<file path="src/hw/rtl/mpbm_pkg.sv">
// Shared types, command codes and default sizes for the multi-pattern byte matcher.
// No dependencies; every other file of the block refers to it by scoped names.
package mpbm_pkg;

    // Default sizes handed to the top level parameters
    localparam int DEF_NODES            = 256;
    localparam int DEF_MATCHES_PER_NODE = 8;
    localparam int DEF_PATTERN_IDS      = 256;
    localparam int DEF_POSITION_BITS    = 32;

    // Input beat command codes
    localparam logic [2:0] CMD_SCAN   = 3'd0;
    localparam logic [2:0] CMD_START  = 3'd1;
    localparam logic [2:0] CMD_GOTO   = 3'd2;
    localparam logic [2:0] CMD_FAIL   = 3'd3;
    localparam logic [2:0] CMD_APPEND = 3'd4;

    // One input beat
    typedef struct packed {
        logic [2:0] command;
        logic [7:0] node_index;
        logic [7:0] byte_value;
        logic [7:0] target_node;
        logic [7:0] pattern_id;
    } t_in_beat;

    // One result beat
    typedef struct packed {
        logic [31:0] position;
        logic [7:0]  pattern_id_found;
        logic        last_match;
    } t_out_beat;

    // Controller to datapath commands
    typedef struct packed {
        logic clr_step;     // clear one table entry of the sweep
        logic accept;       // input beat taken this cycle
        logic take_child;   // move to the child just read
        logic follow_fail;  // move along the failure link just read
        logic force_root;   // failure walk ran too long, back to root
        logic emit;         // load the result register
        logic scan_done;    // byte finished, advance the position
        logic app_write;    // commit a pending match id append
    } t_ctl_cmd;

    // Datapath to controller status
    typedef struct packed {
        logic       clr_last;
        logic [2:0] in_cmd;
        logic       child_nz;
        logic       cur_zero;
        logic       steps_max;
        logic       cnt_zero;
        logic       last_k;
        logic       out_free;
        logic       app_ok;
    } t_ctl_sts;

endpackage

</file>
<file path="src/hw/rtl/mpbm_ctrl.sv">
// Controller state machine of the multi-pattern byte matcher.
// Depends on mpbm_pkg for command codes and the command and status structs.
module mpbm_ctrl (
    input  logic              i_clk,
    input  logic              i_rst_n,
    input  logic              i_in_valid,
    output logic              o_in_stall,
    input  mpbm_pkg::t_ctl_sts i_sts,
    output mpbm_pkg::t_ctl_cmd o_cmd
);

    localparam logic [2:0] ST_CLEAR = 3'd0;
    localparam logic [2:0] ST_IDLE  = 3'd1;
    localparam logic [2:0] ST_GCHK  = 3'd2;
    localparam logic [2:0] ST_LIST  = 3'd3;
    localparam logic [2:0] ST_APP   = 3'd4;

    logic [2:0] r_state;
    logic [2:0] n_state;

    // Beats are taken only when idle
    assign o_in_stall = (r_state != ST_IDLE);

    // Next state and commands
    always_comb begin
        o_cmd   = '0;
        n_state = r_state;
        unique case (r_state)
            ST_CLEAR: begin
                o_cmd.clr_step = 1'b1;
                if (i_sts.clr_last) begin
                    n_state = ST_IDLE;
                end
            end
            ST_IDLE: begin
                if (i_in_valid) begin
                    o_cmd.accept = 1'b1;
                    unique case (i_sts.in_cmd)
                        mpbm_pkg::CMD_SCAN:   n_state = ST_GCHK;
                        mpbm_pkg::CMD_APPEND: n_state = ST_APP;
                        default:              n_state = ST_IDLE;
                    endcase
                end
            end
            ST_GCHK: begin
                // goto and failure entries of the current node are on the read ports
                if (i_sts.child_nz) begin
                    o_cmd.take_child = 1'b1;
                    n_state          = ST_LIST;
                end else if (i_sts.cur_zero) begin
                    n_state = ST_LIST;
                end else if (i_sts.steps_max) begin
                    o_cmd.force_root = 1'b1;
                end else begin
                    o_cmd.follow_fail = 1'b1;
                end
            end
            ST_LIST: begin
                if (i_sts.cnt_zero) begin
                    o_cmd.scan_done = 1'b1;
                    n_state         = ST_IDLE;
                end else if (i_sts.out_free) begin
                    o_cmd.emit = 1'b1;
                    if (i_sts.last_k) begin
                        o_cmd.scan_done = 1'b1;
                        n_state         = ST_IDLE;
                    end
                end
            end
            ST_APP: begin
                o_cmd.app_write = i_sts.app_ok;
                n_state         = ST_IDLE;
            end
            default: n_state = ST_IDLE;
        endcase
    end

    // State register; reset starts the table clearing sweep
    always_ff @(posedge i_clk) begin
        if (!i_rst_n) begin
            r_state <= ST_CLEAR;
        end else begin
            r_state <= n_state;
        end
    end

endmodule

</file>
<file path="config.mk">
export PLATFORM = sky130hd
export DESIGN_NAME = mpbm_ctrl
export DESIGN_NICKNAME = d
export VERILOG_FILES = /design/src/hw/rtl/mpbm_pkg.sv /design/src/hw/rtl/mpbm_ctrl.sv
export SDC_FILE = /design/constraint.sdc
export NUM_CORES = 1
export LEC_CHECK = 0
export CORE_AREA = 2 2 39 41
export CTS_BUF_LIST = sky130_fd_sc_hd__clkbuf_4 sky130_fd_sc_hd__clkbuf_8
export DETAILED_ROUTE_END_ITERATION = 10
export DIE_AREA = 0 0 41 43
export DONT_BUFFER_PORTS = 1
export HOLD_SLACK_MARGIN = 0.1
export MAX_ROUTING_LAYER = met4
export SLEW_MARGIN = 20
export SYNTH_ARGS = -nofsm -noshare
export SYNTH_HDL_FRONTEND = slang
export SYNTH_SLANG_ARGS = --single-unit
</file>
<file path="constraint.sdc">
create_clock -name i_clk -period 1.91 [get_ports i_clk]
set_input_delay 0 -clock i_clk [delete_from_list [all_inputs] [get_ports i_clk]]
set_output_delay 0 -clock i_clk [all_outputs]
set_load 0.02 [all_outputs]
</file>
# Word level (Yosys, flattened, before mapping)
# Cells that the tools add are included.
[totals] register_bits=3 in_bits=14 elab_cells=39
[op_classes] n_eq_ne=11 mux=24 reduce_logical=3
[ops] operator="2-to-1 mux 3 bit" n=8
[ops] operator="case mux 3 bit (4 select lines)" n=1
[ops] operator="2-to-1 mux 1 bit" n=10
[ops] operator="inequality test 3 bit (second input constant)" n=3
[ops] operator="2-to-1 mux 2 bit" n=4
[ops] operator="equality test 3 x 2 -> 1 bit (second input constant)" n=2
[ops] operator="equality test 3 bit (second input constant)" n=2
[ops] operator="logical NOT 3 bit" n=2
[ops] operator="case mux 3 bit (2 select lines)" n=1
[ops] operator="AND reduction 5 bit" n=1
[ops] operator="inequality test 2 bit (second input constant)" n=2
[ops] operator="equality test 3 x 1 -> 1 bit (second input constant)" n=1
[ops] operator="inequality test 3 x 1 -> 1 bit (second input constant)" n=1

# Longest topological paths before layout
[depth] depth_word=4 ltp_mapped=5 depth_no_buf=5

# Least setup slack after synthesis
# OpenSTA, ideal clock, no wires.
[synth_path] kind="flip-flop to output port" startpoint="register r_state[2]" endpoint="output o_cmd[2] (netlist bit)" arrival_ps=1114 slack_ps=796 stages_incl_launch_ff=3 path_cell_list="dfxtp_1 -> nand3b_1 -> nor3b_1"
[synth_rtl] item="from (decl)" line="mpbm_ctrl.sv:18" rtl="logic [2:0] r_state;"
[synth_rtl] item="from (signal assigned)" line="mpbm_ctrl.sv:83" rtl="r_state <= n_state;"
[synth_rtl] item="to (decl)" line="mpbm_ctrl.sv:9" rtl="output mpbm_pkg::t_ctl_cmd o_cmd"

# Final worst setup path
[layout_path] startpoint="register r_state[0]" endpoint="register r_state[0]"
[layout_via] elab_chain_cells=3 word_cells_on_any_way=11
[layout_lines] item="equality test 3 x 2 -> 1 bit (tied with other cells)" line="mpbm_ctrl.sv:28" rtl="unique case (r_state)"
[layout_lines] item="inequality test 3 bit (no line) or inequality test 2 bit (tied branches)"
[layout_lines] item="AND reduction 5 bit (no line)"
# Parallel ways exist; a longest one is shown, timed or not.
# A chain may end at the register's enable or synchronous reset.

==> results.toml <==
[grt]
grt_max_degree = 9
grt_first_pass_wirelength_um = 1050
grt_pass1_vias = 266
grt_usage = 0.0987
overflow = 0
antenna_found_initial = 0

[power]
pwr_density_cell_mw_per_mm2 = 616
pwr-share-clk = 0.506
p_leak_nw = 0.160
p_int_uw = 184
p_sw_uw = 67.3
ir_drop_mv = 0.282
pwr-share-comb = 0.213
p_sw_frac = 0.267
seq_power_share = 0.281

[yosys]
syn_nets = 49
synth_cell_types = 22
yosys_warnings = 0
netlist_area_sq_um = 268
ys_seq_area_frac = 0.224
syn_inst = 35
synth-seq-cells = 3
synth.avg_cell_area_sq_um = 7.65

[routing]
drcViolationCount = 0
num_vias = 299
wirelength_met1_um = 299
wl_um = 768
antenna_left = 0
dr_wl_met2_um = 360
drtPass1Iterations = 4
vias_per_cell = 4.67
post_drt_wl_per_cell_um = 12.0
wl_met3_um = 103
drt_first_iter_violations = 14
top_layer = "met4"

[cts]
worstSkewPairLatency_ns = 0.23
clock_sink_count = 3
cts_hold_buffers = 9
tritoncts = "yes"
cts_setup_buffers = 0
cts_max_path_buffers = 2
root_buffer = "clkbuf_4"
htree_levels = 1
cts_buffers = 3
clk_pin_slew_ns = 0.04
cts.repair.resized = 0

[final_layout]
fin_util = 0.295
layout_commonest_cell = "dlygate4sd3_1"
syn_to_final_growth_pct = 52.3
largest_register_ffs = 3
drive_above_1_share = 0.188
reg_top3 = "r_state (3)"
mostFrequentLayoutCells = "9 x dlygate4sd3_1, 6 x nor2_1, 4 x nand2_1, 4 x clkbuf_4, 3 x dfxtp_1"
nNetsFinal = 63
antennaDiodeCount = 0
n_fill_cell = 161
regMostFlops = "r_state"

[floorplanning]
die_y_um = 43
design.die.area_sq_mm = 0.00176
start_util = 0.193
coreArea_sq_mm = 0.00138
io_pins = 23
placementRows = 14
dieWidth_um = 41

[sta]
setup_tns_ns = 0
fin_crit_sh = 0.910
whs_ns = 0.133
max_freq_mhz = 575
final-hold-violation-count = 0
fin_worst_skew_ns = 0.00445
slew_violations = 0
worstMarginPinSlew_ns = 0.689
rsz0062_at_grt = "no"
relSlewSlack = 0.540
finalCriticalPeriod_ns = 1.74
setup_viol = 0

[critical_path]
critPathRequiredTime_ns = 2.02
critical_path_arrival_ns = 1.85
reg2reg_to = "r_state[0]"
setup.worst_path.start_class = "register"
r2r-start = "r_state[0]"
endpoint_kind = "register"
ff2ff_setup_slack_ns = 0.17
crit_fanout = 6
reg2reg_depth = 5
crit_type = "register to register"

[place]
dp.final_hpwl_um = 522
place.gp.congestion = 0.655
portBuffers = 0

[flow_run]
max-cap-violations = 0

[worst_hold_path]
hold_end = "r_state[2]"
min_path_type = "input port to register"
holdPathStages = 4
hp-start = "i_sts[10]"

[run_status]
outcome = "complete, no violations"
power groups by stage:
stage | sequential, mW | clock, mW | combinational [mW]
3_3_place_gp | 0.0710 | 0 | 0.0372
3_5_place_dp | 0.0716 | 0 | 0.0375
6_report | 0.0705 | 0.127 | 0.0537
4_1_cts | 0.0706 | 0.133 | 0.0531
5_1_grt | 0.0710 | 0.141 | 0.0584
2_1_floorplan | 0.0703 | 0 | 0.0338
final cells by class:
type / count / area (sq um) / share of cell area
well taps: 16 / 20.0 / 0.0491
clock buffers: 4 / 30.0 / 0.0736
flip-flops and latches: 3 / 60.1 / 0.147
multi-input cells: 31 / 204 / 0.500
inverters: 1 / 3.75 / 0.00920
repair buffers: 9 / 90.1 / 0.221
worst max-delay path by stage:
stage | startpoint | endpoint | slack, ns | depth (start not counted)
floorplan | r_state[2] | o_cmd[2] | 0.80 | 2
global placement | r_state[2] | o_cmd[2] | 0.69 | 2
detailed placement | r_state[1] | o_cmd[4] | 0.65 | 4
CTS | r_state[0] | r_state[0] | 0.19 | 5
global route | r_state[0] | r_state[0] | 0.07 | 5
finish | r_state[0] | r_state[0] | 0.17 | 5
metal layers:
| metal | vias up | GRT usage |
|---|---|---|
| met5 | - | - |
| met4 | 0 | 0.0800 |
| li1 | 149 | - |
| met2 | 23 | 0.128 |
| met3 | 2 | 0.0628 |
| met1 | 125 | 0.0994 |
stage by stage:
step	total power, mW	worst slack (ns)	cells	cell area (sq um)
CTS	0.257	0.193	64	408
detailed placement	0.109	0.649	51	288
global route	0.270	0.0671	64	408
global placement	0.108	0.693	51	288
finish	0.251	0.172	64	408
floorplan	0.104	0.796	35	268
worst max-delay path, cell delays in order (launching register included):
cell and delay (ns):
dfxtp_1 0.45, nand2b_4 0.09, nor2_4 0.11, and2_1 0.28
a21oi_1 0.10, dlygate4sd3_1 0.57
cell families (layout without fill, tap and decap cells):
family	after synthesis	count (layout)	synth area share
DFF	3	3	0.224
and+or+nand+nor	25	25	0.542
muxes	1	1	0.0374
buffers and inverters	1	14	0.0140
AOI/OAI and AO/OA	5	5	0.182
synthesized netlist by cell type, drive strengths merged:
cell / count / area [sq um]
a21o: 1 / 7.51
a21oi: 1 / 5.00
and2: 2 / 12.5
and3: 1 / 6.26
dfxtp: 3 / 60.1
inv: 1 / 3.75
mux2i: 1 / 10.0
nand2: 4 / 15.0
nand2b: 2 / 20.0
nand3: 1 / 5.00
nand3b: 2 / 15.0
nand4: 1 / 6.26
nor2: 7 / 33.8
nor2b: 1 / 6.26
nor3: 2 / 10.0
nor3b: 1 / 7.51
o21ai: 1 / 5.00
o221ai: 1 / 15.0
o41ai: 1 / 16.3
or2b: 1 / 7.51
Power figures use the tool's default switching activity.
